**src/rtl/tlbbf_pkg.sv**
```systemverilog
// Shared types, widths and codes for the direct-mapped TLB with block fill.
// Used by the channel interfaces and by every module of the block.
`default_nettype none

package tlbbf_pkg;

   localparam int TLB_ENTRIES = 16;
   localparam int CACHE_LINES = 64;
   localparam int PAGES       = 256;
   localparam int BLOCK_BYTES = 4;
   localparam int MEM_BYTES   = PAGES * BLOCK_BYTES;

   localparam int CMD_W    = 2;
   localparam int VADDR_W  = 10;
   localparam int PTPAGE_W = 8;
   localparam int FRAME_W  = 4;
   localparam int BYTE_W   = 8;

   localparam int OFF_W    = $clog2(BLOCK_BYTES);
   localparam int PAGE_W   = $clog2(PAGES);
   localparam int TLB_IW   = $clog2(TLB_ENTRIES);
   localparam int CACHE_AW = $clog2(CACHE_LINES);
   localparam int MEM_AW   = $clog2(MEM_BYTES);
   localparam int SLOT_W   = FRAME_W + OFF_W + 1;

   typedef logic [CMD_W-1:0] op_type;

   localparam op_type OP_READ   = 2'd0;
   localparam op_type OP_PT_WR  = 2'd1;
   localparam op_type OP_MEM_WR = 2'd2;
   localparam op_type OP_NONE   = 2'd3;

   // Decoded item as it sits in the queue between front and back.
   typedef struct packed {
      op_type              op;
      logic [PAGE_W-1:0]   page;
      logic [OFF_W-1:0]    off;
      logic [MEM_AW-1:0]   mem_addr;
      logic [PAGE_W-1:0]   pt_page;
      logic                pt_valid;
      logic [FRAME_W-1:0]  pt_frame;
      logic [BYTE_W-1:0]   wr_byte;
   } entry_type;

   typedef struct packed {
      logic full;
      logic empty;
   } q_status_type;

   typedef struct packed {
      logic               valid;
      logic [FRAME_W-1:0] frame;
   } pt_entry_type;

   // Cache slot of byte i of a frame's block, wrapped to the cache size.
   function automatic logic [CACHE_AW-1:0] cache_slot(input logic [FRAME_W-1:0] frame,
                                                      input logic [OFF_W-1:0] i);
      logic [SLOT_W-1:0] sum;
      sum = (SLOT_W'(frame) << OFF_W) + SLOT_W'(i);
      return sum[CACHE_AW-1:0];
   endfunction

   // Backing memory address of byte i of a page.
   function automatic logic [MEM_AW-1:0] mem_addr(input logic [PAGE_W-1:0] page,
                                                  input logic [OFF_W-1:0] i);
      logic [PAGE_W+OFF_W-1:0] a;
      a = {page, i};
      return a[MEM_AW-1:0];
   endfunction

endpackage

`default_nettype wire

```
**src/rtl/tlbbf_queue.sv**
```systemverilog
// Small FIFO of decoded items between the front end and the back end.
// Depends on tlbbf_pkg for the entry and status types.
`default_nettype none

module tlbbf_queue import tlbbf_pkg::*; #(
   parameter int DEPTH = 2
) (
   input  logic         clock,
   input  logic         reset,
   input  logic         push,
   input  entry_type    push_data,
   input  logic         pop,
   output entry_type    head,
   output q_status_type q_stat
);

   localparam int PTR_W = (DEPTH > 1) ? $clog2(DEPTH) : 1;
   localparam int CNT_W = $clog2(DEPTH + 1);

   entry_type          entry_ff [DEPTH];
   logic [PTR_W-1:0]   wr_ptr_ff, wr_ptr_in;
   logic [PTR_W-1:0]   rd_ptr_ff, rd_ptr_in;
   logic [CNT_W-1:0]   count_ff, count_in;

   function automatic logic [PTR_W-1:0] next_ptr(input logic [PTR_W-1:0] p);
      return (p == PTR_W'(DEPTH - 1)) ? '0 : PTR_W'(p + 1'b1);
   endfunction

   assign head         = entry_ff[rd_ptr_ff];
   assign q_stat.full  = (count_ff == CNT_W'(DEPTH));
   assign q_stat.empty = (count_ff == '0);

   always_comb begin
      wr_ptr_in = push ? next_ptr(wr_ptr_ff) : wr_ptr_ff;
      rd_ptr_in = pop ? next_ptr(rd_ptr_ff) : rd_ptr_ff;
      count_in  = count_ff;
      if (push && !pop) begin
         count_in = CNT_W'(count_ff + 1'b1);
      end else if (pop && !push) begin
         count_in = CNT_W'(count_ff - 1'b1);
      end
   end

   always_ff @(posedge clock) begin
      if (reset) begin
         wr_ptr_ff <= '0;
         rd_ptr_ff <= '0;
         count_ff  <= '0;
      end else begin
         wr_ptr_ff <= wr_ptr_in;
         rd_ptr_ff <= rd_ptr_in;
         count_ff  <= count_in;
      end
   end

   always_ff @(posedge clock) begin
      if (push) begin
         entry_ff[wr_ptr_ff] <= push_data;
      end
   end

endmodule

`default_nettype wire

```
**config.mk**
```make
export PLATFORM = sky130hd
export DESIGN_NAME = tlbbf_queue
export DESIGN_NICKNAME = d
export VERILOG_FILES = /design/src/rtl/tlbbf_pkg.sv /design/src/rtl/tlbbf_queue.sv
export SDC_FILE = /design/constraint.sdc
export NUM_CORES = 1
export LEC_CHECK = 0
export BUFFER_PORTS_ARGS = -buffer_cell sky130_fd_sc_hd__clkbuf_2
export CAP_MARGIN = 0
export CORE_MARGIN = 10
export CORE_UTILIZATION = 51
export DETAILED_ROUTE_END_ITERATION = 10
export PLACE_DENSITY = 0.9
export SYNTH_ARGS = -nofsm -noshare
export SYNTH_HDL_FRONTEND = slang
export SYNTH_SLANG_ARGS = --single-unit
```
**constraint.sdc**
```tcl
create_clock -name clock -period 4.4 [get_ports clock]
set_input_delay 1.1 -clock clock [delete_from_list [all_inputs] [get_ports clock]]
set_output_delay 1.1 -clock clock [all_outputs]
set_load 0.01 [all_outputs]
```
# Yosys cells after proc, flatten, opt, wreduce, memory -nomap -nowiden
# Memory sizes are Yosys's and may differ from the RTL's. A register that Yosys moved wholly into a read port is not among the register bits.
# Cells that the tools add are included.
# W data, S select, Z words.
# word_totals
reg_bits,4
ramBits,86
latch_bits,0
mem_count,1
rom_bits,0
# op_classes
n_eq_ne,1
mul,0
n_lt_le_gt_ge,0
div,0
muxes,8
addsub,4
shifts,0
n_reduce_logical,6
bitwise_logic,0
# mem_list
name,depth,word_bits,read_ports,rd_clocked_by_memory_dff,write_ports,line_no,rtl
entry_ff,2,43,1,1,1,tlbbf_queue.sv:20,entry_type entry_ff [DEPTH];
# op_table
cell,count
$mux W1,6
$mux W2,2
$add A1 B1 Y1 const B,2
$add A2 B1 Y2 const B,1
$eq A2 B2 Y1 const B,1
$logic_and A1 B1 Y1,2
$logic_not A1 Y1,2
$logic_not A2 Y1,1
$reduce_bool A2 Y1,1
$sub A2 B1 Y2 const B,1

# Longest topological paths before layout
# Gate-level depths: netlist of the first run.
# logic_depth
ltp_word,4
ltp_mapped,5
ltp_nobuf,5

# Worst setup path after synthesis of the first run
# Ideal clock, no wire load.
# synth_path
kind,input to register
from,in push
to,mem entry_ff[0][0] in the netlist's numbering (enable)
path_stages,1
n_path_buf,0
t_arrival_ps,3017
required_time_ps,3951
setup_slack_ps,934
cell_sequence,nor2b_1
# synth_between
elab_chain_cells,2
# synth_lines
element,line_no,rtl
from (decl),tlbbf_queue.sv:10,"input logic push,"
$mux W1,tlbbf_queue.sv:57,if (push) begin
$mux W1 (implied by the code),tlbbf_queue.sv:58,entry_ff[wr_ptr_ff] <= push_data;
to (decl),tlbbf_queue.sv:20,
# Every way passes these cells.

==> run summary, run 1 <==
Max_slew headroom: 30.8%
WP data required: 3.30 ns
Power Dens Cells: 448 mW/mm^2
Core ar.: 0.00631 mm^2
Leakage: 0.00155 uW
Worst hold slack: 0.518 ns
IO Port Bufs: 91
Post-CTS Repair Setup Buffers: 0
RR Startpoint: wr_ptr_ff
Hold Path Class: reg2reg
WL final: 6100 um
Drc violations: 0
H-tree levels: 3
Layout Skew: 0.00870 ns
Gr ovfl total: 0
Number of gates resized after CTS: 0
Flop2flop setup slack: 2.71 ns
Post-DP HPWL: 4230 um
Cell family with most CP delay: flip-flops
Initial antenna violation count: 0
Worst path cell trace: mux2_2 -> clkbuf_2
Startpoint Class: register
Die area: 0.0101 mm^2
Routed WL per cell: 18.2 um
Crit path largest cell delay: 1.02 ns
Post-Syn Instances: 156
#FFs+latches synth: 91
Synthesized Nets: 204
Share of the synthesized area in the top cell type: 78.0%
Post-layout min period: 3.05 ns
Post-Syn Area: 0.00331 mm^2
Synth top area cells: edfxtp_1 (78%), mux2_2 (15%), dfxtp_1 (3.0%), buf_4 (0.91%), nor2_1 (0.57%)
Die Wd: 101 um
Final Setup Violations: 0
Root Driver: clkbuf_8
Tightest Pin Transition: 1.04 ns
Slowest CP cell: dfxtp_2
Cts hold-fix bufs: 0
Library cells used by synthesis: 16
Reg-to-reg endpoint: entry_ff[1][34]
Critical path data arrival time: 1.95 ns
First-pass DRT Iterations: 4
Sequential area share after synthesis: 81.1%
Bufs and invs on worst path: 1
Final net count: 302
Post-synthesis average cell area: 21.2 um^2
Largest net degree at the start of global routing: 44
Synth area leader: edfxtp_1
Slew Limit Fails: 0
Initial Utilization: 52.4%
Row count: 29
Max Cap Violations: 0
CTS buffer count: 9
Total GRT Usage: 12.2%
Io pins: 92
WP depth: 2
Final Cycle Share: 69.2%
Setup TNS: 0 ns
Fmax: 328 MHz
Clock buffer depth: 2
Die extent in y: 101 um
RSZ-0062 raised after global routing: false
Worst setup path class: reg2out
Initial DRC count: 59
Setup crit end kind: output pin
VDD IR max: 294 uV
Latest clock arrival within the worst-skew pair: 0.35 ns
Vias in the first global route: 1,943
Syn-to-layout area delta: 22.5%
Synth warn: 0
Hold Violations, Final: 0
CTS tree: done
Status: complete, no violations
Share of layout cells above drive strength 1: 59.1%
Worst-path maximum fanout: 43
Routability cong.: 0.674
Vias/cell: 5.07
TritonCTS Sinks: 91
Worst r2r path cells: 1
Via Count: 1,702
Routed Antenna Nets: 0
Worst setup endpoint: head[15]
Worst-path clk slew: 0.08 ns
# diodes: 0
First-pass GRT wire length: 9410 um
-- state kept, by name, indices dropped and copies added, names as in the netlist, named ones only --
| register | flops |
|---|---|
| count_ff | 2 |
| rd_ptr_ff | 1 |
| wr_ptr_ff | 1 |
| entry_ff | 86 |
-- per-layer routing --
metal  global-route usage [%]  up-vias  part of all wire (%)
met3                     5.42       10                   7.5
met4                     5.11        0                   1.8
met2                     20.9       61                    53
met1                     12.6      833                    37
li1                         -      798                     -
met5                        0        -                     0
-- cell type report --
class                   instances  area (um^2)
flip-flops and latches         91         2680
fillers                       493         2260
multi-input cells              59          597
repair buffers                 92          463
clock buffers                  11          131
well taps                      77         96.3
clock inverters                 5         77.6
inverters                       1         3.75
-- worst min-delay path by stage --
stage                startpoint           to  slack, ns  cells after the start
floorplan           count_ff[1]  count_ff[1]       0.46                      2
global placement    count_ff[1]  count_ff[1]       0.49                      2
detailed placement  count_ff[1]  count_ff[1]       0.50                      2
CTS                 count_ff[1]  count_ff[1]       0.52                      2
global route        count_ff[1]  count_ff[1]       0.57                      2
finish              count_ff[1]  count_ff[1]       0.52                      2
-- metrics by stage --
stage	util (%)	cell area (um^2)	power, uW	setup WS (ns)	std cells
CTS	64.2	4050	1840	1.32	336
floorplan	-	3310	1160	0.934	156
detailed placement	60.9	3840	1260	1.72	320
finish	64.2	4050	1820	1.35	336
global placement	60.9	3840	1250	1.69	320
global route	64.2	4050	1890	1.23	336
-- layout by cell type (no fill, tap or decap), types with 2 or more instances in the layout --
master	count
dfxtp_1	4
clkbuf_2	91
xnor2_1	2
nor2_1	5
clkinv_2	2
clkbuf_1	2
mux2_2	43
bufinv_16	2
clkbuf_8	9
edfxtp_1	86
xor2_1	2
-- worst min-delay path, cell delays in order, from the launching register on --
cell	delay, ns
dfxtp_1	0.34
o21ai_0	0.08
a21oi_1	0.06
-- cells in the mapped netlist --
master / number
a21oi_1: 1
ha_1: 1
and2b_2: 1
and2_1: 1
xnor2_1: 2
nor2b_1: 1
o21ai_0: 1
inv_1: 1
edfxtp_1: 86
nor2_1: 5
buf_2: 1
dfxtp_1: 5
or3_1: 1
xor2_1: 2
buf_4: 4
mux2_2: 43
-- logic make-up after synthesis --
group / Yosys count / share of synthesized area (%)
buffers and inverters: 6 / 1.17
AND/OR/NAND/NOR: 9 / 1.40
XOR/XNOR: 4 / 1.06
adder cells (fa/ha/maj): 1 / 0.378
AO/OA/AOI/OAI: 2 / 0.302
flip-flops: 91 / 81.1
multiplexers: 43 / 14.6
-- power breakdown --
group          internal (uW)  switching (uW)  leakage (uW)
Clock                    318             268      0.000103
Sequential              1010            30.1      0.000849
Combinational           97.3            96.3      0.000602
Power figures use the tool's default switching activity.
==> inputs of run 2 (changes only) <==
Settings changed: CORE_UTILIZATION 51 to 46, PLACE_DENSITY 0.9 to 0.86.
Clock period 4.4 ns to 2.65 ns, I/O delays scaled along.
==> run summary, run 2 (same netlist as run 1, synthesis figures left out) <==
Status: complete, no violations (unchanged)
Number of flip-flops in the largest register: 86 (unchanged)
Max Cap Violations: 0 (unchanged)
Power Dens Cells: 734 mW/mm^2 (was 448 mW/mm^2)
Top reg by flops: entry_ff (unchanged)
Syn-to-layout area delta: 24.0% (was 22.5%)
Switching part of the total power: 21.1% (was 21.7%)
Tightest Pin Transition: 0.600 ns (was 1.04 ns)
Die extent in y: 105 um (was 101 um)
Drc violations: 0 (unchanged)
CTS tree: done (unchanged)
Register share of total power: 56.3% (was 57.1%)
WL final: 6010 um (was 6100 um)
Layout Skew: 0.00445 ns (was 0.00870 ns)
Slew Limit Fails: 0 (unchanged)
Post-DP HPWL: 4200 um (was 4230 um)
TritonCTS Sinks: 91 (unchanged)
Wire length on met1: 2410 um (was 2270 um)
Cts hold-fix bufs: 0 (unchanged)
Setup crit end kind: output pin (unchanged)
First-pass GRT wire length: 9460 um (was 9410 um)
Worst-path clk slew: 0.08 ns (about the same)
Final Cycle Share: 80.1%
Setup TNS: 0 ns (unchanged)
Layout fillers: 552 (was 493)
Hold Path Class: in2reg (was reg2reg)
Latest clock arrival within the worst-skew pair: 0.33 ns (was 0.35 ns)
Vias in the first global route: 1,923 (was 1,943)
Routability cong.: 0.663 (was 0.674)
Worst-path maximum fanout: 43 (unchanged)
Comb power frac: 11.8% (was 10.7%)
Flop2flop setup slack: 1.16 ns (was 2.71 ns)
Leakage: 0.00157 uW (was 0.00155 uW)
Share of layout cells above drive strength 1: 58.4% (was 59.1%)
# diodes: 0 (unchanged)
Post-layout min period: 2.12 ns
Die area: 0.0110 mm^2 (was 0.0101 mm^2)
Row count: 30 (was 29)
Largest regs: entry_ff x86, count_ff x2 (unchanged)
Placed cells: 342 (was 320)
VDD IR max: 470 uV (was 294 uV)
Initial DRC count: 51 (was 59)
Wire length on met2: 3120 um (was 3260 um)
Most frequent cells in the layout: clkbuf_2 (91), edfxtp_1 (86), mux2_2 (43), clkbuf_8 (9) (was clkbuf_2 (91), edfxtp_1 (86), mux2_2 (43), clkbuf_8 (9), nor2_1 (5))
Routed WL per cell: 16.8 um (was 18.2 um)
Worst setup path class: reg2out (unchanged)
Die Wd: 105 um (was 101 um)
Met3 WL: 421 um (was 456 um)
Clock share of power: 31.8% (was 32.2%)
Clock buffer depth: 2 (unchanged)
Post-CTS Repair Setup Buffers: 0 (unchanged)
Gr ovfl total: 0 (unchanged)
Initial Utilization: 47.9% (was 52.4%)
Critical path data arrival time: 1.46 ns (was 1.95 ns)
Final net count: 305 (was 302)
RSZ-0062 raised after global routing: false (unchanged)
Max_slew headroom: 60.0% (was 30.8%)
Initial antenna violation count: 0 (unchanged)
Final Setup Violations: 0 (unchanged)
Number of gates resized after CTS: 0 (unchanged)
Vias/cell: 4.80 (was 5.07)
Largest net degree at the start of global routing: 44 (unchanged)
NetSw: 636 uW (was 394 uW)
Via Count: 1,718 (was 1,702)
Layout Cells excl Fill: 358 (was 336)
IO Port Bufs: 91 (unchanged)
Top sig layer: met4 (unchanged)
Core ar.: 0.00691 mm^2 (was 0.00631 mm^2)
Io pins: 92 (unchanged)
Total GRT Usage: 10.8% (was 12.2%)
WP data required: 1.99 ns (was 3.30 ns)
CTS buffer count: 9 (unchanged)
First-pass DRT Iterations: 4 (unchanged)
H-tree levels: 3 (unchanged)
Startpoint Class: register (unchanged)
Int Pwr: 2380 uW (was 1420 uW)
Fmax: 471 MHz
Root Driver: clkbuf_8 (unchanged)
Hold Violations, Final: 0 (unchanged)
Routed Antenna Nets: 0 (unchanged)
Most common cell after layout, fill and taps aside: clkbuf_2 (unchanged)
==> run 2: cell types whose count changed in the layout (fill, tap and decap cells not counted) <==
cell	previous run	this run
clkinvlp_4	1	0
buf_12	0	1
clkinv_2	2	0
buf_4	1	3
clkbuf_1	2	5
==> run 2: layout make-up <==
type	instances	area, um^2	share of cell area [%]
clock inverter	2	60.1	1.46
tap	96	120	2.93
inverter	1	3.75	0.0914
timing repair buffer	95	498	12.1
multi-input combinational	59	597	14.5
sequential	91	2680	65.4
clock buffer	14	143	3.47
==> run 2: worst max-delay path, cell delays in order (launching register included) <==
cell and delay (ns):
dfxtp_2 0.34, buf_12 0.23, mux2_2 0.38, clkbuf_2 0.13
==> run 2: power by group through the flow <==
stage | Sequential (uW) | Clock [uW] | Combinational [uW]
6_report | 1700 | 958 | 357
5_1_grt | 1710 | 1050 | 390
4_1_cts | 1700 | 983 | 368
3_5_place_dp | 1730 | 0 | 366
3_3_place_gp | 1720 | 0 | 359
2_1_floorplan | 1720 | 0 | 207
==> run 2: worst paths after layout <==
check | start | depth (start not counted) | end
max reg2reg | wr_ptr_ff | 2 | entry_ff[1][34]
max | register | 3 | head[30]
min reg2reg | count_ff[1] | 2 | count_ff[1]
min | push_data[17] | 1 | entry_ff[1][17]
==> run 2: per-stage QoR <==
step	worst slack [ns]	area (um^2)	hold WS, ns	util, %	power (uW)
final	0.526	4110	0.509	59.4	3010
after global placement	0.791	3900	0.476	56.5	2080
after CTS	0.505	4110	0.490	59.4	3050
after global routing	0.450	4110	0.491	59.4	3150
after floorplan	0.423	3310	0.461	-	1930
after detailed placement	0.755	3900	0.509	56.5	2100
==> run 2: metal layers <==
metal	up-vias	GRT usage, %
met4	0	4.71
li1	806	-
met3	6	4.42
met2	58	18.4
met1	848	11.7
met5	-	0
